## src/design/dmpc_pkg.sv

```systemverilog
// Shared types, codes and constants of the decimal magnitude and precision check.
`timescale 1ns / 1ps

package dmpc_pkg;

   // Field types of the result channel and the limit registers
   typedef logic signed [14:0] mag_type;
   typedef logic [7:0]         prec_type;
   typedef logic [1:0]         status_type;
   typedef logic [7:0]         char_type;

   // Result status codes
   localparam status_type STATUS_OK          = 2'd0;
   localparam status_type STATUS_OVERFLOW    = 2'd1;
   localparam status_type STATUS_UNDERFLOW   = 2'd2;
   localparam status_type STATUS_TOO_PRECISE = 2'd3;

   // Parse section codes
   localparam logic [1:0] SEC_SIGN = 2'd0;
   localparam logic [1:0] SEC_MANT = 2'd1;
   localparam logic [1:0] SEC_EXP  = 2'd2;

   // Configuration register indexes
   localparam logic [1:0] CSR_MAX_MAGNITUDE = 2'd0;
   localparam logic [1:0] CSR_MIN_MAGNITUDE = 2'd1;
   localparam logic [1:0] CSR_MAX_PRECISION = 2'd2;

   // Limit reset values
   localparam mag_type  MAX_MAGNITUDE_RESET = 15'sd125;
   localparam mag_type  MIN_MAGNITUDE_RESET = -15'sd130;
   localparam prec_type MAX_PRECISION_RESET = 8'd38;

   // Forced magnitude for long or unparsable exponents
   localparam mag_type EXP_BIG     = 15'sd9999;
   localparam mag_type EXP_BIG_NEG = -15'sd9999;

   // Character codes
   localparam char_type CH_ZERO  = 8'h30;
   localparam char_type CH_NINE  = 8'h39;
   localparam char_type CH_PLUS  = 8'h2B;
   localparam char_type CH_MINUS = 8'h2D;
   localparam char_type CH_POINT = 8'h2E;
   localparam char_type CH_LOW_E = 8'h65;
   localparam char_type CH_UP_E  = 8'h45;

   // Parse state; all zero is the cleared state (section at sign position)
   typedef struct packed {
      logic [1:0]  section;
      logic        seen_point;
      logic        seen_significant;
      logic        sig_in_fraction;
      logic [9:0]  lead_count;
      logic [7:0]  digit_count;
      logic [8:0]  pending_zeros;
      logic [2:0]  exp_length;
      logic [13:0] exp_value;
      logic        exp_negative;
      logic        exp_has_digit;
      logic        exp_invalid;
   } parse_state_type;

   // Step control from the input stage
   typedef struct packed {
      logic go;
      logic last;
   } step_type;

   // Configured limits
   typedef struct packed {
      mag_type  max_magnitude;
      mag_type  min_magnitude;
      prec_type max_precision;
   } limits_type;

endpackage

```

## src/design/dmpc_req_if.sv

```systemverilog
// Character channel: valid, ready, character and last flag.
`timescale 1ns / 1ps

interface dmpc_req_if;
   logic                valid;
   logic                ready;
   dmpc_pkg::char_type  ch;
   logic                last;

   modport source (output valid, output ch, output last, input ready);
   modport sink   (input valid, input ch, input last, output ready);
endinterface

```

## src/design/dmpc_rsp_if.sv

```systemverilog
// Result channel: valid, ready, magnitude, precision and status.
`timescale 1ns / 1ps

interface dmpc_rsp_if;
   logic                  valid;
   logic                  ready;
   dmpc_pkg::mag_type     magnitude;
   dmpc_pkg::prec_type    precision;
   dmpc_pkg::status_type  status;

   modport source (output valid, output magnitude, output precision, output status,
                   input ready);
   modport sink   (input valid, input magnitude, input precision, input status,
                   output ready);
endinterface

```

## src/design/dmpc_parse.sv

```systemverilog
// Parse state register and its per-character update.
`timescale 1ns / 1ps

module dmpc_parse #(
   parameter int MAX_CHARS = 256,
   parameter int EXP_CHARS = 4
) (
   input  logic                       clock,
   input  logic                       reset,
   input  dmpc_pkg::step_type         step,
   input  dmpc_pkg::char_type         ch,
   output dmpc_pkg::parse_state_type  upd
);

   localparam int LeadCapInt = (MAX_CHARS < 1023) ? MAX_CHARS : 1023;
   localparam int PendCapInt = (MAX_CHARS < 511) ? MAX_CHARS : 511;
   localparam logic [9:0] LeadCap   = 10'(LeadCapInt);
   localparam logic [8:0] PendCap   = 9'(PendCapInt);
   localparam logic [2:0] ExpLenCap = 3'(EXP_CHARS + 1);
   localparam logic [2:0] ExpChars  = 3'(EXP_CHARS);

   dmpc_pkg::parse_state_type state_ff;
   dmpc_pkg::parse_state_type state_in;

   function automatic logic is_digit(input dmpc_pkg::char_type c);
      return (c >= dmpc_pkg::CH_ZERO) && (c <= dmpc_pkg::CH_NINE);
   endfunction

   // Apply one mantissa character
   function automatic dmpc_pkg::parse_state_type mant_char(
      input dmpc_pkg::parse_state_type s,
      input dmpc_pkg::char_type        c
   );
      dmpc_pkg::parse_state_type r;
      logic [7:0] diff;
      logic       nonzero;
      logic [9:0] total;
      r       = s;
      diff    = c - dmpc_pkg::CH_ZERO;
      nonzero = (diff[3:0] != 4'd0);
      total   = {2'b00, s.digit_count} + {1'b0, s.pending_zeros} + 10'd1;
      if (is_digit(c)) begin
         if (nonzero || s.seen_significant) begin
            if (!s.seen_significant) begin
               r.seen_significant = 1'b1;
               r.sig_in_fraction  = s.seen_point;
            end
            if (!s.seen_point && (s.lead_count < LeadCap)) begin
               r.lead_count = s.lead_count + 10'd1;
            end
            if (nonzero) begin
               r.digit_count   = (total > 10'd255) ? 8'd255 : total[7:0];
               r.pending_zeros = '0;
            end else if (s.pending_zeros < PendCap) begin
               r.pending_zeros = s.pending_zeros + 9'd1;
            end
         end else if (s.seen_point && (s.lead_count < LeadCap)) begin
            // leading zero after the point
            r.lead_count = s.lead_count + 10'd1;
         end
      end else if (c == dmpc_pkg::CH_POINT) begin
         r.seen_point = 1'b1;
      end else if ((c == dmpc_pkg::CH_LOW_E) || (c == dmpc_pkg::CH_UP_E)) begin
         r.section = dmpc_pkg::SEC_EXP;
      end
      return r;
   endfunction

   // Apply one exponent character
   function automatic dmpc_pkg::parse_state_type exp_char(
      input dmpc_pkg::parse_state_type s,
      input dmpc_pkg::char_type        c
   );
      dmpc_pkg::parse_state_type r;
      logic [7:0]  diff;
      logic [16:0] times_ten;
      r         = s;
      diff      = c - dmpc_pkg::CH_ZERO;
      times_ten = {s.exp_value, 3'b000} + {2'b00, s.exp_value, 1'b0}
                  + {13'd0, diff[3:0]};
      if (s.exp_length < ExpLenCap) begin
         r.exp_length = s.exp_length + 3'd1;
      end
      if (((c == dmpc_pkg::CH_MINUS) || (c == dmpc_pkg::CH_PLUS))
          && (s.exp_length == 3'd0)) begin
         r.exp_negative = (c == dmpc_pkg::CH_MINUS);
      end else if (is_digit(c)) begin
         r.exp_has_digit = 1'b1;
         if (s.exp_length < ExpChars) begin
            r.exp_value = times_ten[13:0];
         end
      end else begin
         r.exp_invalid = 1'b1;
      end
      return r;
   endfunction

   // Update the state by the current character
   always_comb begin
      upd = state_ff;
      unique case (state_ff.section)
         dmpc_pkg::SEC_SIGN: begin
            upd.section = dmpc_pkg::SEC_MANT;
            if ((ch != dmpc_pkg::CH_PLUS) && (ch != dmpc_pkg::CH_MINUS)) begin
               upd = mant_char(upd, ch);
            end
         end
         dmpc_pkg::SEC_MANT: begin
            upd = mant_char(state_ff, ch);
         end
         default: begin
            upd = exp_char(state_ff, ch);
         end
      endcase
   end

   // Clear after the final character, hold while idle
   always_comb begin
      state_in = state_ff;
      if (step.go) begin
         state_in = step.last ? '0 : upd;
      end
   end

   always_ff @(posedge clock) begin
      if (reset) begin
         state_ff <= '0;
      end else begin
         state_ff <= state_in;
      end
   end

endmodule

```

## src/design/dmpc_result.sv

```systemverilog
// Magnitude, precision and status from the final parse state, and the result register.
`timescale 1ns / 1ps

module dmpc_result #(
   parameter int EXP_CHARS = 4
) (
   input  logic                       clock,
   input  logic                       reset,
   input  dmpc_pkg::step_type         step,
   input  dmpc_pkg::parse_state_type  upd,
   input  dmpc_pkg::limits_type       limits,
   input  logic                       out_ready,
   output logic                       out_free,
   output logic                       out_valid,
   output dmpc_pkg::mag_type          out_magnitude,
   output dmpc_pkg::prec_type         out_precision,
   output dmpc_pkg::status_type       out_status
);

   localparam logic [2:0] ExpChars = 3'(EXP_CHARS);

   logic                  valid_ff;
   logic                  valid_in;
   dmpc_pkg::mag_type     magnitude_ff;
   dmpc_pkg::prec_type    precision_ff;
   dmpc_pkg::status_type  status_ff;

   dmpc_pkg::mag_type     lead_s;
   dmpc_pkg::mag_type     exp_s;
   dmpc_pkg::mag_type     mag;
   dmpc_pkg::prec_type    prec;
   dmpc_pkg::status_type  status;

   // Mantissa magnitude, then the exponent where digits are significant
   always_comb begin
      lead_s = signed'({5'b00000, upd.lead_count});
      exp_s  = signed'({1'b0, upd.exp_value});
      mag    = '0;
      prec   = '0;
      if (upd.seen_significant) begin
         prec = upd.digit_count;
         mag  = upd.sig_in_fraction ? (-lead_s - 15'sd1) : (lead_s - 15'sd1);
      end
      if ((prec != 8'd0) && (upd.section == dmpc_pkg::SEC_EXP)) begin
         priority if (upd.exp_length > ExpChars) begin
            mag = upd.exp_negative ? dmpc_pkg::EXP_BIG_NEG : dmpc_pkg::EXP_BIG;
         end else if (upd.exp_invalid || !upd.exp_has_digit) begin
            mag = dmpc_pkg::EXP_BIG;
         end else if (upd.exp_negative) begin
            mag = mag - exp_s;
         end else begin
            mag = mag + exp_s;
         end
      end
   end

   // Check against the limits: overflow first, then underflow, then precision
   always_comb begin
      priority if (mag > limits.max_magnitude) begin
         status = dmpc_pkg::STATUS_OVERFLOW;
      end else if (mag < limits.min_magnitude) begin
         status = dmpc_pkg::STATUS_UNDERFLOW;
      end else if (prec > limits.max_precision) begin
         status = dmpc_pkg::STATUS_TOO_PRECISE;
      end else begin
         status = dmpc_pkg::STATUS_OK;
      end
   end

   assign out_free = !valid_ff || out_ready;

   // Load on the final character, drop after the transfer
   always_comb begin
      valid_in = valid_ff;
      if (step.go && step.last) begin
         valid_in = 1'b1;
      end else if (out_ready) begin
         valid_in = 1'b0;
      end
   end

   always_ff @(posedge clock) begin
      if (reset) begin
         valid_ff <= 1'b0;
      end else begin
         valid_ff <= valid_in;
      end
   end

   always_ff @(posedge clock) begin
      if (step.go && step.last) begin
         magnitude_ff <= mag;
         precision_ff <= prec;
         status_ff    <= status;
      end
   end

   assign out_valid     = valid_ff;
   assign out_magnitude = magnitude_ff;
   assign out_precision = precision_ff;
   assign out_status    = status_ff;

endmodule

```

## src/design/decimal_magnitude_precision_check.sv

```systemverilog
// Top level: input register, parse state, result register and limit registers.
// A result: the final character passes the input register, then loads the result register.
// Throughput: one character per cycle; the input register feeds the registered parse
//    state, and only a final character waits on a full result register.
// Reset (synchronous, active high) empties both registers, clears the parse
//    state and loads the limits with 125, -130 and 38.
`timescale 1ns / 1ps

module decimal_magnitude_precision_check #(
   parameter int MAX_CHARS = 256,
   parameter int EXP_CHARS = 4
) (
   input  logic                clock,
   input  logic                reset,
   dmpc_req_if.sink            req_chan,
   dmpc_rsp_if.source          rsp_chan,
   input  logic                csr_we,
   input  logic [1:0]          csr_index,
   input  logic [14:0]         csr_wdata
);

   logic                       in_valid_ff;
   logic                       in_valid_in;
   dmpc_pkg::char_type         in_ch_ff;
   logic                       in_last_ff;
   logic                       in_go;
   logic                       out_free;
   dmpc_pkg::step_type         step;
   dmpc_pkg::parse_state_type  upd;
   dmpc_pkg::limits_type       limits_ff;

   // Input stage moves on unless a final character meets a full result register
   assign in_go          = in_valid_ff && (!in_last_ff || out_free);
   assign req_chan.ready = !in_valid_ff || in_go;
   assign step.go        = in_go;
   assign step.last      = in_last_ff;

   always_comb begin
      in_valid_in = in_valid_ff;
      if (req_chan.ready) begin
         in_valid_in = req_chan.valid;
      end
   end

   always_ff @(posedge clock) begin
      if (reset) begin
         in_valid_ff <= 1'b0;
      end else begin
         in_valid_ff <= in_valid_in;
      end
   end

   always_ff @(posedge clock) begin
      if (req_chan.valid && req_chan.ready) begin
         in_ch_ff   <= req_chan.ch;
         in_last_ff <= req_chan.last;
      end
   end

   // Limit registers; an index beyond the list is ignored
   always_ff @(posedge clock) begin
      if (reset) begin
         limits_ff.max_magnitude <= dmpc_pkg::MAX_MAGNITUDE_RESET;
         limits_ff.min_magnitude <= dmpc_pkg::MIN_MAGNITUDE_RESET;
         limits_ff.max_precision <= dmpc_pkg::MAX_PRECISION_RESET;
      end else if (csr_we) begin
         unique case (csr_index)
            dmpc_pkg::CSR_MAX_MAGNITUDE: limits_ff.max_magnitude <= signed'(csr_wdata);
            dmpc_pkg::CSR_MIN_MAGNITUDE: limits_ff.min_magnitude <= signed'(csr_wdata);
            dmpc_pkg::CSR_MAX_PRECISION: limits_ff.max_precision <= csr_wdata[7:0];
            default: begin
            end
         endcase
      end
   end

   dmpc_parse #(
      .MAX_CHARS (MAX_CHARS),
      .EXP_CHARS (EXP_CHARS)
   ) u_parse (
      .clock (clock),
      .reset (reset),
      .step  (step),
      .ch    (in_ch_ff),
      .upd   (upd)
   );

   dmpc_result #(
      .EXP_CHARS (EXP_CHARS)
   ) u_result (
      .clock         (clock),
      .reset         (reset),
      .step          (step),
      .upd           (upd),
      .limits        (limits_ff),
      .out_ready     (rsp_chan.ready),
      .out_free      (out_free),
      .out_valid     (rsp_chan.valid),
      .out_magnitude (rsp_chan.magnitude),
      .out_precision (rsp_chan.precision),
      .out_status    (rsp_chan.status)
   );

endmodule

```

## src/flat_wrapper.sv

```systemverilog
// flat-port wrapper written by rule: the top's interface ports become plain ports
module decimal_magnitude_precision_check_flat 
#(
   parameter int MAX_CHARS = 256,
   parameter int EXP_CHARS = 4
)
  (clock, reset, csr_we, csr_index, csr_wdata, req_chan_valid, req_chan_ch, req_chan_last, req_chan_ready, rsp_chan_valid, rsp_chan_magnitude, rsp_chan_precision, rsp_chan_status, rsp_chan_ready);
  dmpc_req_if req_chan_i ();
  dmpc_rsp_if rsp_chan_i ();
  input  logic clock;
  input  logic reset;
  input  logic csr_we;
  input  logic [1:0] csr_index;
  input  logic [14:0] csr_wdata;
  input wire logic [$bits(req_chan_i.valid)-1:0] req_chan_valid;
  input wire logic [$bits(req_chan_i.ch)-1:0] req_chan_ch;
  input wire logic [$bits(req_chan_i.last)-1:0] req_chan_last;
  output wire logic [$bits(req_chan_i.ready)-1:0] req_chan_ready;
  output wire logic [$bits(rsp_chan_i.valid)-1:0] rsp_chan_valid;
  output wire logic [$bits(rsp_chan_i.magnitude)-1:0] rsp_chan_magnitude;
  output wire logic [$bits(rsp_chan_i.precision)-1:0] rsp_chan_precision;
  output wire logic [$bits(rsp_chan_i.status)-1:0] rsp_chan_status;
  input wire logic [$bits(rsp_chan_i.ready)-1:0] rsp_chan_ready;
  assign req_chan_i.valid = req_chan_valid;
  assign req_chan_i.ch = req_chan_ch;
  assign req_chan_i.last = req_chan_last;
  assign req_chan_ready = req_chan_i.ready;
  assign rsp_chan_valid = rsp_chan_i.valid;
  assign rsp_chan_magnitude = rsp_chan_i.magnitude;
  assign rsp_chan_precision = rsp_chan_i.precision;
  assign rsp_chan_status = rsp_chan_i.status;
  assign rsp_chan_i.ready = rsp_chan_ready;
  decimal_magnitude_precision_check #(.MAX_CHARS(MAX_CHARS), .EXP_CHARS(EXP_CHARS)) u_core (.clock(clock), .reset(reset), .req_chan(req_chan_i), .rsp_chan(rsp_chan_i), .csr_we(csr_we), .csr_index(csr_index), .csr_wdata(csr_wdata));
endmodule
```

## config.mk

```make
export PLATFORM = sky130hd
export DESIGN_NAME = decimal_magnitude_precision_check_flat
export DESIGN_NICKNAME = d
export VERILOG_FILES = /design/src/design/dmpc_pkg.sv /design/src/design/dmpc_req_if.sv /design/src/design/dmpc_rsp_if.sv /design/src/design/dmpc_parse.sv /design/src/design/dmpc_result.sv /design/src/design/decimal_magnitude_precision_check.sv /design/src/flat_wrapper.sv
export SDC_FILE = /design/constraint.sdc
export NUM_CORES = 1
export LEC_CHECK = 0
export ABC_AREA = 1
export CAP_MARGIN = 10
export CORE_MARGIN = 2
export CORE_UTILIZATION = 45
export DETAILED_ROUTE_END_ITERATION = 16
export DONT_BUFFER_PORTS = 1
export PLACE_DENSITY = 0.63
export SLEW_MARGIN = 20
export SYNTH_ARGS = -nofsm -noshare
export SYNTH_HDL_FRONTEND = slang
export SYNTH_SLANG_ARGS = --single-unit
```

## constraint.sdc

```tcl
create_clock -name clock -period 5.6 [get_ports clock]
set_input_delay 0.84 -clock clock [delete_from_list [all_inputs] [get_ports clock]]
set_output_delay 0.84 -clock clock [all_outputs]
set_load 0.02 [all_outputs]
```

; Word level (Yosys, flattened, before mapping)
; Cells that the tools add are included.
[word_totals]
regBits = 126
latchBits = 0
ram_bits = 0
mem_bits_ro = 0
out_inout_bits = 27
word_cells = 134
n_memories = 0
[op_classes]
addsub = 13
n_mul = 0
div = 0
n_lt_le_gt_ge = 11
n_eq_ne = 14
n_shift = 0
muxes = 41
bitwise = 0
n_reduce_logical = 33
[ops]
columns = cell, n
row1 = two-way mux 15 bit, 7
row2 = two-way mux 52 bit, 2
row3 = case mux 52 bit (2 select lines), 1
row4 = two-way mux 14 bit, 3
row5 = two-way mux 10 bit, 3
row6 = two-way mux 29 bit, 1
row7 = "equality test 8 x 6 -> 1 bit, second input constant", 3
row8 = two-way mux 8 bit, 3
row9 = "adder 10 x 1 -> 10 bit, second input constant", 2
row10 = two-way mux 9 bit, 2
row11 = two-way mux 17 bit, 1
row12 = "equality test 8 x 7 -> 1 bit, second input constant", 2
row13 = two-way mux 2 bit, 8
row14 = "inequality test 8 x 6 -> 1 bit, second input constant", 2
row15 = adder 15 bit, 1
row16 = greater-than comparator 15 bit, 1
row17 = < comparator 15 bit, 1
row18 = negator 10 -> 15 bit, 1
row19 = subtractor 15 bit, 1
row20 = "subtractor 15 x 2 -> 15 bit, second input constant", 1
row21 = adder 14 bit, 1
row22 = adder 14 x 4 -> 14 bit, 1
row23 = "subtractor 10 x 1 -> 11 bit, second input constant", 1
row24 = adder 8 x 9 -> 10 bit, 1
row25 = other kinds (28), 62

; Depth between registers and ports, before layout
; Gate-level depths: netlist (run 1).
[depth]
ltp_word = 20
ltp_mapped = 45
mapped_depth_nobuf = 44

; Hierarchy
; From an unflattened synthesis (run 1), not the netlist that was laid out.
[unflattened]
hier_cells = 1402
area_unflattened_um2 = 9589.2
[by_module_without_submodules]
columns = module, instances, cells_each, area_each_um2
row1 = dmpc_parse, 1, 669, 4259.1
row2 = dmpc_result, 1, 509, 3454.6
row3 = decimal_magnitude_precision_check, 1, 224, 1875.5

; Worst setup path after synthesis (run 1)
; Ideal clock, no wire load.
[synth_path]
path_type = register to register
startpoint = register u_core.in_ch_ff[3]
endpoint = register u_core.u_result.status_ff[1], in the netlist u_core.u_result.out_status[1] (data pin)
arrival_time_ns = 5.094
slack_ns = 0.257
stages_incl_launch_ff = 36
path_buffers = 0
synth_period_minus_slack_ns = 5.343
path_cell_list = edfxtp_1 > inv_2 > fa_1 > fa_1 > inv_1 > o21a_1 > nand3b_1 > nor2_1 > inv_1 > o21ai_0 > xor2_1 > ha_1 > nand2_1 > nor2_1 > nand2_1 > o211ai_1 > nand2_1 > nand2_1 > a21oi_1 > o21ai_0 > nand2_1 > inv_1 > nor2_1 > nor2_1 > nor2_1 > xnor2_1 > a21o_1 > nand3_1 > a21oi_1 > ha_1 > a21oi_1 > o221ai_1 > xor2_1 > o21bai_1 > nand2_1 > inv_1
[synth_via]
elab_chain_cells = 18
word_cells_on_any_way = 61
[synth_lines]
columns = element, line
row1 = "start, declared", decimal_magnitude_precision_check.sv:24  ; dmpc_pkg::char_type in_ch_ff;
row2 = "start signal, assigned", decimal_magnitude_precision_check.sv:55  ; in_ch_ff <= req_chan.ch;
row3 = subtractor 4 x 1 -> 4 bit, "dmpc_parse.sv:39, dmpc_parse.sv:78"
row4 = nonzero test 4 bit, dmpc_parse.sv:40  ; nonzero = (diff[3:0] != 4'd0);
row5 = logical OR 1 bit, dmpc_parse.sv:43  ; if (nonzero || s.seen_significant) begin
row6 = two-way mux 10 bit, dmpc_parse.sv:43
row7 = two-way mux 29 bit, dmpc_parse.sv:42  ; if (is_digit(c)) begin
row8 = two-way mux 52 bit, dmpc_parse.sv:104  ; if ((ch != dmpc_pkg::CH_PLUS) && (ch != dmpc_pkg::CH_MINUS)) begin
row9 = case mux 52 bit (2 select lines) (*), dmpc_parse.sv:101  ; unique case (state_ff.section)
row10 = negator 10 -> 15 bit, dmpc_result.sv:42  ; mag = upd.sig_in_fraction ? (-lead_s - 15'sd1) : (lead_s - 15'sd1);
row11 = (+3 left out), -
row12 = adder 15 bit or subtractor 15 bit (tied branches), "dmpc_result.sv:52, dmpc_result.sv:50"
row13 = two-way mux 15 bit, dmpc_result.sv:49  ; end else if (upd.exp_negative) begin
row14 = two-way mux 15 bit, dmpc_result.sv:47  ; end else if (upd.exp_invalid || !upd.exp_has_digit) begin
row15 = two-way mux 15 bit, dmpc_result.sv:45  ; priority if (upd.exp_length > ExpChars) begin
row16 = two-way mux 15 bit (*), dmpc_result.sv:44  ; if ((prec != 8'd0) && (upd.section == dmpc_pkg::SEC_EXP)) begin
row17 = via u_core.u_result.mag[14], dmpc_result.sv:30  ; dmpc_pkg::mag_type mag;
row18 = < comparator 15 bit, dmpc_result.sv:61  ; end else if (mag < limits.min_magnitude) begin
row19 = two-way mux 2 bit, dmpc_result.sv:61
row20 = "end signal, assigned", dmpc_result.sv:94  ; status_ff <= status;
row21 = "end, declared", dmpc_result.sv:26  ; dmpc_pkg::status_type status_ff;
; Mark *: on every way through the listed nets, which the timed path passes. The rest lies on a longest branch. The select of a mux whose other input is x is not followed.
; A chain may end at the register's enable or synchronous reset.

; Final worst setup path (run 1)
; Ends and elaborated chain as after synthesis.

==> flow_summary_export.csv, run 1 <==
group,metric,value,unit
run_status,run_status,"finished with violations",
run_status,violations,"negative setup slack",
worst_hold_path,hp-class,"reg2reg",
global_routing,first_global_vias,7824,
worst_setup_path,crit_type,"reg2reg",
synthesis,syn_nets,1376,
worst_setup_path,path_max_fanout,4,
synthesis,synth-seq-cells,126,
die,start_util,46.0,%
detailed_routing,drtIter0Drc,442,
worst_setup_path,crit_path_frequent_cell,"nand2_1",
die,dieArea,21100,um2
cells_and_area,n_antenna_cell,0,
global_routing,grt_use_total,21.6,%
die,rows,51,
die,core_area,19500,um2
detailed_routing,via_per_inst,5.08,
job,cap_violations,0,
die,dieHeight,145,um
clock_tree,cts_buffers,17,
pwr,power.total,2.42,mW
global_routing,grt_pass1_wl,37800,um
pwr,power_leakage,5.21,nW
synthesis,postSynthAreaPerCell,7.17,um2
global_routing,grt_max_degree,42,
synthesis,synth_cell_types,59,
pwr,peakVddDrop,0.193,mV
timing,hold_viol,0,
timing,setup_ws,-0.00626,ns
detailed_routing,wire_per_inst,13.9,um
global_routing,overflow,0,
placement,port_buffers,0,
cells_and_area,drive_gt1_share,17.0,%
clock_tree,cts-root-buf,"clkbuf_16",
clock_tree,cts_tree,"built",
clock_tree,cts-htree-levels,4,
synthesis,ys_seq_area_share,31.8,%
timing,slew-limit-headroom,29.0,%
detailed_routing,postRouteWirelength,22300,um
synthesis,synth_edf_count,34,
worst_setup_path,cp_slowest_cell,"fa_2",
clock_tree,clockBufferDepth,2,
synthesis,async_flop_share,0,%
placement,gp_congestion,0.869,
worst_setup_path,crit_arrival,5.80,ns
worst_setup_path,reg2reg_from,"u_core.in_ch_ff[3]",
detailed_routing,drc,0,
synthesis,synth_top_cells_by_area,"dfxtp_1, nand2_1, ha_1",
timing,finalSetupViolCount,1,
cells_and_area,area_growth,19.0,%
die,dieWidth,145,um
detailed_routing,antenna_left,0,
worst_setup_path,critPathLaunch,"u_core.in_ch_ff[3]",
cells_and_area,nNetsFinal,1445,
timing,final.setup.tns,-0.00626,ns
worst_setup_path,critPathRequiredTime,5.80,ns
worst_setup_path,cpPeakStageDelay,0.55,ns
worst_setup_path,r2r-end,"u_core.u_result.out_status[1]",
detailed_routing,via_count,8140,
clock_tree,path_clk_slew,0.07,ns
placement,dp.final_hpwl,16700,um
clock_tree,cts_sinks,126,
global_routing,antenna_found_initial,0,
worst_setup_path,r2r_slack,-0.006,ns
detailed_routing,first_pass_iters,6,
timing,fin_crit_sh,100,%
worst_setup_path,reg2reg_depth,37,
clock_tree,clock_latency,0.43,ns
pwr,powerDensity,227,nW/um2
timing,min_period,5.61,ns
worst_setup_path,startpoint_type,"flip-flop",
synthesis,netlist_area,8990,um2
synthesis,synth_ff_type,"dfxtp_1",
timing,rsz0062_at_grt,"yes",
synthesis,synth_area_leader_cell,"dfxtp_1",
worst_setup_path,cp-endpoint,"u_core.u_result.out_status[1]",
synthesis,syn_inst,1254,
synthesis,yosysTopAreaCellShare,20.5,%
die,top_level_ports,58,
timing,slew_violations,0,
timing,skew,0.0160,ns
synthesis,yosysWarnings,0,
timing,max_freq,0.178,GHz
worst_setup_path,cp-end-kind,"flip-flop",
timing,tightestPinTransition,1.06,ns
cell families after synthesis:
family | Yosys count | share of synthesized area (%)
flip-flops | 126 | 31.8
buffers and inverters | 224 | 9.71
AND/OR/NAND/NOR | 538 | 26.4
AO/OA/AOI/OAI | 244 | 15.8
XOR/XNOR | 31 | 3.27
adder cells (fa/ha/maj) | 91 | 13.0
per-stage QoR:
step / hold slack [ns] / instances / area, um2 / utilization [%] / setup WS, ns
after detailed placement: 0.450 / 1555 / 9680 / 49.6 / -0.185
after global placement: 0.447 / 1555 / 9680 / 49.6 / -0.0231
after floorplan: 0.428 / 1254 / 8990 / - / 0.257
after global routing: 0.460 / 1601 / 10700 / 54.8 / -0.410
final: 0.459 / 1601 / 10700 / 54.8 / -0.00626
after CTS: 0.460 / 1589 / 10400 / 53.4 / 0.0175
cell type report:
type | instances | area (um2)
repair buffers | 79 | 601
flip-flops and latches | 126 | 2860
fillers | 1873 | 8820
well taps | 265 | 332
clock inverters | 14 | 229
inverters | 195 | 737
multi-input cells | 904 | 5510
clock buffers | 18 | 429
power by group:
part           switching [mW]  total [mW]  internal [mW]  leakage, nW
Sequential             0.0159       0.976          0.960         1.08
Clock                   0.450        1.25          0.799        0.320
Combinational           0.120       0.200         0.0794         3.81
Total                   0.586        2.42           1.84         5.21
flip-flops by register name (all words and copies together) (netlist names):
register                       flops
u_core.u_parse.state_ff           52
u_core.limits_ff                  38
u_core.u_result.out_magnitude     15
u_core.in_ch_ff                    8
u_core.u_result.out_precision      8
u_core.u_result.out_status         2
u_core.in_last_ff                  1
u_core.in_valid_ff                 1
u_core.u_result.out_valid          1
cells in the mapped netlist (all sizes together), types with 2 or more instances:
master and n:
ha 87, nor4 2, a2bb2oi 2, edfxtp 34, xnor2 10, buf 8, o211ai 22, o22ai 3
nand3 70, nand3b 7, or2 12, nor2 82, xor2 21, o21bai 3, clkbuf 21, nand4 9
inv 194, o21a 4, nor3 25, o31ai 3, o21ai 73, dfxtp 92, a31oi 2, and2 2
fa 4, a21oi 111, a211oi 9, nand2 327, a21o 4
worst max-delay path, delay by kind of cell (launching register included):
family                     cells  cell delay [ns]
xor gates and xnor gates       2             0.33
and+or+nand+nor               17             1.44
adders and majority gates      4             1.60
buffers and inverters          5             0.22
DFF                            1             0.41
AOI/OAI and AO/OA              9             1.34
cell usage in the layout (no fill, tap or decap), drive strengths merged, types with 3 or more instances in the layout:
cell type	netlist	layout
xor2	21	21
inv	194	197
o21bai	3	3
o21a	4	4
o31ai	3	3
bufinv	0	5
a21o	4	4
clkbuf	21	18
dfxtp	92	92
nand4	9	9
nand3	70	70
buf	8	79
clkinv	1	7
ha	87	87
nand3b	7	7
xnor2	10	10
nor2	82	82
fa	4	4
or2	12	12
o22ai	3	3
nand2	327	327
o211ai	22	22
edfxtp	34	34
a211oi	9	9
a21oi	111	111
o21ai	73	73
nor3	25	25
worst min path at each step:
stage,cells after the start,to,slack [ns],from
detailed placement,2,u_core.u_parse.state_ff[16],0.45,u_core.u_parse.state_ff[16]
finish,2,u_core.limits_ff[35],0.46,u_core.limits_ff[35]
CTS,2,u_core.u_parse.state_ff[29],0.46,u_core.u_parse.state_ff[29]
floorplan,2,u_core.u_parse.state_ff[0],0.43,u_core.u_parse.state_ff[0]
global route,1,u_core.u_parse.state_ff[8],0.46,reset
global placement,2,u_core.limits_ff[23],0.45,u_core.limits_ff[23]
layer usage:
metal | track usage [%] | wire [um] | up-vias
li1 | - | - | 4285
met1 | 28.8 | 10800 | 3670
met2 | 36.3 | 10300 | 171
met3 | 4.11 | 1030 | 14
met4 | 5.34 | 233 | 0
met5 | 0 | 0 | -
repair_timing:
action	in CTS	in global routing
hold buffers	0	0
pin swaps	2	40
cloned	0	0
setup endpoints to repair	2	2
gates resized for setup	14	52
setup buffers	2	12
Power figures use the tool's default switching activity.
==> run 2: changes to the inputs <==
- BUFFER_PORTS_ARGS: unset -> -buffer_cell sky130_fd_sc_hd__buf_2
- DONT_BUFFER_PORTS: 1 -> unset
- PLACE_DENSITY: 0.63 -> 0.66
==> run 2 against run 1 <==
The run now ends clean. Combinational power rose by 21%. Clock power decreased by 9.6%. Largest power group unchanged. Via count grew 4.8%. Flip-flop and latch count unchanged. Critical path depth did not move. Cell count rose by 5.8%. Register-to-register slack better by 0.04 ns.
==> flow_summary_export.csv, run 2 (synthesized netlist as in run 1, its figures left out) <==
group,metric,value,unit
detailed_routing,antenna_left,0,
cells_and_area,largest_register_ff_count,52,
die,dieArea,21100,um2
clock_tree,clockBufferDepth,2,
timing,tightestPinTransition,1.06,ns
job,cap_violations,0,
detailed_routing,first_pass_iters,7,
clock_tree,path_clk_slew,0.06,ns
detailed_routing,via_count,8530,
timing,slew_violations,0,
global_routing,overflow,0,
clock_tree,cts_sinks,126,
worst_setup_path,critPathRequiredTime,5.78,ns
worst_setup_path,cp-end-kind,"flip-flop",
detailed_routing,drc,0,
clock_tree,clock_latency,0.43,ns
clock_tree,cts-root-buf,"clkbuf_16",
cells_and_area,layout_common_cells,"nand2_1, inv_1, buf_4, a21oi_1, dfxtp_1",
timing,finalSetupViolCount,0,
cells_and_area,drive_gt1_share,22.7,%
pwr,clockPowerShare,48.2,%
die,core_area,19500,um2
clock_tree,cts-htree-levels,4,
pwr,swShare,25.0,%
worst_setup_path,crit_path_frequent_cell,"nand2_1",
global_routing,grt_use_total,21.9,%
detailed_routing,via_per_inst,5.04,
worst_setup_path,cpPeakStageDelay,0.57,ns
timing,skew,0.00921,ns
pwr,combPwrFrac,10.4,%
placement,port_buffers,57,
cells_and_area,regMostFlops,"u_core.u_parse.state_ff",
worst_setup_path,path_max_fanout,3,
placement,gp_congestion,0.896,
worst_hold_path,hp-class,"reg2reg",
pwr,power.total,2.34,mW
pwr,pwr-share-seq,41.4,%
die,dieHeight,145,um
cells_and_area,n_antenna_cell,0,
timing,fin_crit_sh,99.4,%
placement,dp.final_hpwl,17000,um
worst_setup_path,crit_type,"reg2reg",
die,top_level_ports,58,
cells_and_area,finish.utilization,57.3,%
pwr,internal_power,1.76,mW
run_status,run_status,"finished, final reports clean",
clock_tree,cts_hold_repair.buffers,0,
die,start_util,46.0,%
pwr,powerDensity,209,nW/um2
cells_and_area,nNetsFinal,1538,
detailed_routing,wire_per_inst,13.4,um
worst_setup_path,cp_slowest_cell,"fa_2",
clock_tree,cts_tree,"built",
timing,hold_viol,0,
die,dieWidth,145,um
timing,min_period,5.56,ns
worst_setup_path,crit_arrival,5.74,ns
worst_setup_path,startpoint_type,"flip-flop",
detailed_routing,drtIter0Drc,481,
cells_and_area,stdcell_area,11200,um2
worst_setup_path,r2r_slack,0.04,ns
timing,max_freq,0.180,GHz
global_routing,first_global_vias,8109,
clock_tree,cts_buffers,17,
global_routing,grt_max_degree,42,
global_routing,antenna_found_initial,0,
detailed_routing,postRouteWirelength,22700,um
placement,placed_cell_area,10200,um2
pwr,power_leakage,5.57,nW
die,rows,51,
pwr,p_sw,586,uW
cells_and_area,layout_commonest_cell,"nand2_1",
global_routing,grt_pass1_wl,38300,um
timing,rsz0062_at_grt,"yes",
timing,slew-limit-headroom,28.7,%
cells_and_area,area_growth,24.5,%
timing,final.setup.tns,0,ns
pwr,peakVddDrop,0.192,mV
-- run 2: metrics by stage --
step	cells	hold WS, ns	worst slack, ns
after floorplan	1254	0.428	0.257
after global placement	1647	0.440	0.0217
after detailed placement	1647	0.447	-0.140
after CTS	1685	0.456	0.00692
after global routing	1694	0.480	-0.312
final	1694	0.458	0.0361
-- run 2: path summary, 6_finish.rpt --
| path | start | end | depth (start not counted) |
|---|---|---|---|
| max reg2reg | u_core.in_ch_ff[3] | u_core.u_result.out_status[0] | 37 |
| min | u_core.limits_ff[35] | u_core.limits_ff[35] | 2 |
| max | u_core.in_ch_ff[3] | u_core.u_result.out_status[0] | 37 |
| min reg2reg | u_core.limits_ff[35] | u_core.limits_ff[35] | 2 |
-- run 2: metal layers --
layer | track usage, % | up-vias | part of all wire (%)
met5 | 0 | - | 0
met4 | 7.21 | 0 | 2.1
met3 | 3.89 | 33 | 4.6
met2 | 36.0 | 185 | 46
met1 | 29.2 | 3853 | 48
li1 | - | 4459 | -
-- run 2: repair_timing --
item                       CTS  global route
setup endpoints to repair    2             2
buffers inserted             6             9
pin swaps                   12            24
gates resized for setup     18            54
-- run 2: final cells by class --
cell class / instances / area, um2
clock inverters: 14 / 166
flip-flops and latches: 126 / 2860
clock buffers: 18 / 429
well taps: 265 / 332
inverters: 195 / 739
multi-input cells: 904 / 5500
fillers: 1836 / 8330
repair buffers: 172 / 1160
-- run 2: critical path, delay by kind of cell, from the launching register on --
family	cells	cell delay, ns
adder cells (fa/ha/maj)	4	1.58
flip-flops	1	0.41
buffers and inverters	5	0.48
XOR/XNOR	2	0.32
AND/OR/NAND/NOR	18	1.49
AO/OA/AOI/OAI	8	1.03
-- run 2: power groups by stage --
| stage | registers (mW) | logic, mW | clock network [mW] |
|---|---|---|---|
| 6_report | 0.970 | 0.243 | 1.13 |
| 5_1_grt | 0.972 | 0.272 | 1.19 |
| 3_5_place_dp | 0.989 | 0.219 | 0 |
| 2_1_floorplan | 0.993 | 0.132 | 0 |
| 4_1_cts | 0.970 | 0.229 | 1.14 |
| 3_3_place_gp | 0.988 | 0.214 | 0 |
==> run 3: changes to the inputs <==
--- a/config.mk
+++ b/config.mk
@@ -9,8 +9,8 @@
 export BUFFER_PORTS_ARGS = -buffer_cell sky130_fd_sc_hd__buf_2
 export CAP_MARGIN = 10
-export CORE_MARGIN = 2
 export CORE_UTILIZATION = 45
 export DETAILED_ROUTE_END_ITERATION = 16
 export PLACE_DENSITY = 0.66
+export SETUP_SLACK_MARGIN = 0.3
 export SLEW_MARGIN = 20
 export SYNTH_ARGS = -nofsm -noshare
==> constraint.sdc (replaced) <==
create_clock -name clock -period 5.6 [get_ports clock]
set_input_delay 0 -clock clock [delete_from_list [all_inputs] [get_ports clock]]
set_output_delay 0 -clock clock [all_outputs]
set_load 0.02 [all_outputs]
==> run 3 against run 2 <==
Via count unchanged. Utilization grew 0.81 points. Die area shrank 2.7%. Register-to-register slack hardly changed. Combinational power rose by 2%. Sequential power barely moved. Cell area grew 1.4%. Sequential share of layout area shrank 0.36 points. Clock-buffer cell count increased by 2.
==> flow_summary_export.csv, run 3 (synthesized netlist as in run 1, its figures left out) <==
group,metric,value,unit
pwr,powerDensity,214,nW/um2
global_routing,overflow,0,
clock_tree,cts_sinks,126,
job,cap_violations,0,
worst_setup_path,cp-end-kind,"flip-flop",
worst_setup_path,crit_arrival,5.75,ns
cells_and_area,instances_no_fill,1691,
clock_tree,path_clk_slew,0.06,ns
clock_tree,cts-htree-levels,4,
cells_and_area,drive_gt1_share,21.2,%
timing,skew,0.0105,ns
worst_setup_path,reg2reg_depth,36,
die,rows,51,
global_routing,grt_max_degree,42,
placement,gp_congestion,0.852,
global_routing,first_global_vias,7964,
timing,fin_crit_sh,99.2,%
timing,rsz0062_at_grt,"yes",
worst_setup_path,cp_slowest_cell,"fa_2",
pwr,combPwrFrac,10.2,%
worst_setup_path,path_max_fanout,4,
worst_setup_path,critPathTopFamily,"adder cells",
pwr,p_sw,591,uW
worst_setup_path,critPathRequiredTime,5.79,ns
global_routing,grt_pass1_wl,37100,um
die,dieWidth,143,um
cells_and_area,largest_register_ff_count,52,
worst_setup_path,crit_buf_inv,6,
cells_and_area,layout_common_cells,"nand2_1, inv_1, a21oi_1, dfxtp_1, buf_4",
worst_setup_path,crit_path_frequent_cell,"nand2_1",
worst_setup_path,cp.depth,36,
timing,finalSetupViolCount,0,
pwr,swShare,24.3,%
clock_tree,cts_tree,"built",
cells_and_area,n_antenna_cell,0,
placement,port_buffers,57,
worst_hold_path,hp-class,"in2reg",
detailed_routing,wire_per_inst,13.5,um
detailed_routing,drc,0,
detailed_routing,via_per_inst,5.04,
pwr,power_leakage,5.57,nW
cells_and_area,layout_commonest_cell,"nand2_1",
die,top_level_ports,58,
die,start_util,46.0,%
pwr,peakVddDrop,0.191,mV
timing,holdWs,0.0618,ns
timing,min_period,5.56,ns
timing,slew-limit-headroom,29.0,%
clock_tree,cts_buffers,17,
worst_setup_path,cpPeakStageDelay,0.55,ns
pwr,internal_power,1.84,mW
placement,dp.final_hpwl,16300,um
clock_tree,clock_latency,0.43,ns
timing,max_freq,0.180,GHz
die,dieHeight,143,um
detailed_routing,first_pass_iters,5,
global_routing,antenna_found_initial,0,
run_status,run_status,"finished, final reports clean",
cells_and_area,fill_cells,1801,
die,core_area,19500,um2
detailed_routing,antenna_left,0,
worst_setup_path,crit_type,"reg2reg",
pwr,clockPowerShare,49.8,%
timing,hold_viol,0,
cells_and_area,regMostFlops,"u_core.u_parse.state_ff",
global_routing,grt_use_total,22.9,%
cells_and_area,nNetsFinal,1535,
die,dieArea,20500,um2
timing,tightestPinTransition,1.06,ns
pwr,pwr-share-seq,40.0,%
worst_setup_path,startpoint_type,"flip-flop",
clock_tree,cts-root-buf,"clkbuf_16",
cells_and_area,area_growth,26.2,%
clock_tree,clockBufferDepth,2,
timing,slew_violations,0,
placement,place_inst,1609,
detailed_routing,postRouteWirelength,22800,um
worst_hold_path,hold_depth,4,
detailed_routing,via_count,8530,
detailed_routing,drtIter0Drc,433,
run 3: routing by layer:
layer	wire (um)	vias to the layer above	global-route usage (%)
li1	-	4450	-
met1	10800	3896	29.8
met2	10700	154	38.9
met3	882	30	3.80
met4	410	0	6.77
met5	0	-	0
run 3: repair_timing:
item | 4_1_cts | 5_1_grt
pin swaps | 33 | 23
hold buffers | 25 | 0
endpoints found under the hold margin | 48 | 0
setup endpoints to repair | 2 | 2
gates resized for setup | 38 | 44
buffers inserted | 18 | 7
run 3: worst paths after layout:
path / start / to / slack, ns
setup / recovery: u_core.in_ch_ff[3] / u_core.u_result.out_status[1] / 0.04
setup reg to reg: u_core.in_ch_ff[3] / u_core.u_result.out_status[1] / 0.04
hold reg to reg: u_core.u_parse.state_ff[0] / u_core.u_parse.state_ff[0] / 0.45
hold / removal: csr_index[0] / u_core.limits_ff[27] / 0.06
run 3: stage by stage:
stage	TNS (ns)	instance area, um2	utilization, %	worst slack [ns]	power (mW)
6_report	0	11300	58.1	0.0437	2.43
5_1_grt	-0.654	11300	58.1	-0.359	2.51
4_1_cts	0	11100	57.0	0.0599	2.43
3_5_place_dp	-0.158	9960	51.0	-0.0925	1.20
3_3_place_gp	0	9960	51.0	0.0579	1.20
2_1_floorplan	0	8990	-	0.310	1.12
run 3: area by class of cell:
class	instances	area, um2	area share, %
clock buffers	20	457	4.02
repair buffers	169	1200	10.5
multi-input cells	904	5580	49.2
flip-flops and latches	126	2860	25.2
well taps	265	332	2.92
inverters	195	739	6.52
clock inverters	12	183	1.61
run 3: worst reg2reg max path: cells and delay by family (launching register included):
kind / cells / cell delay [ns]
flops: 1 / 0.41
fa+ha+maj: 4 / 1.50
simple gates: 13 / 1.11
buf+inv: 6 / 0.37
xor+xnor: 3 / 0.47
compound gates: 10 / 1.47
run 3: power by group through the flow:
stage / Sequential (mW) / Clock, mW / Combinational (mW)
after floorplan: 0.993 / 0 / 0.132
after global placement: 0.989 / 0 / 0.207
after detailed placement: 0.989 / 0 / 0.210
after CTS: 0.970 / 1.22 / 0.236
after global routing: 0.972 / 1.26 / 0.277
final: 0.970 / 1.21 / 0.248
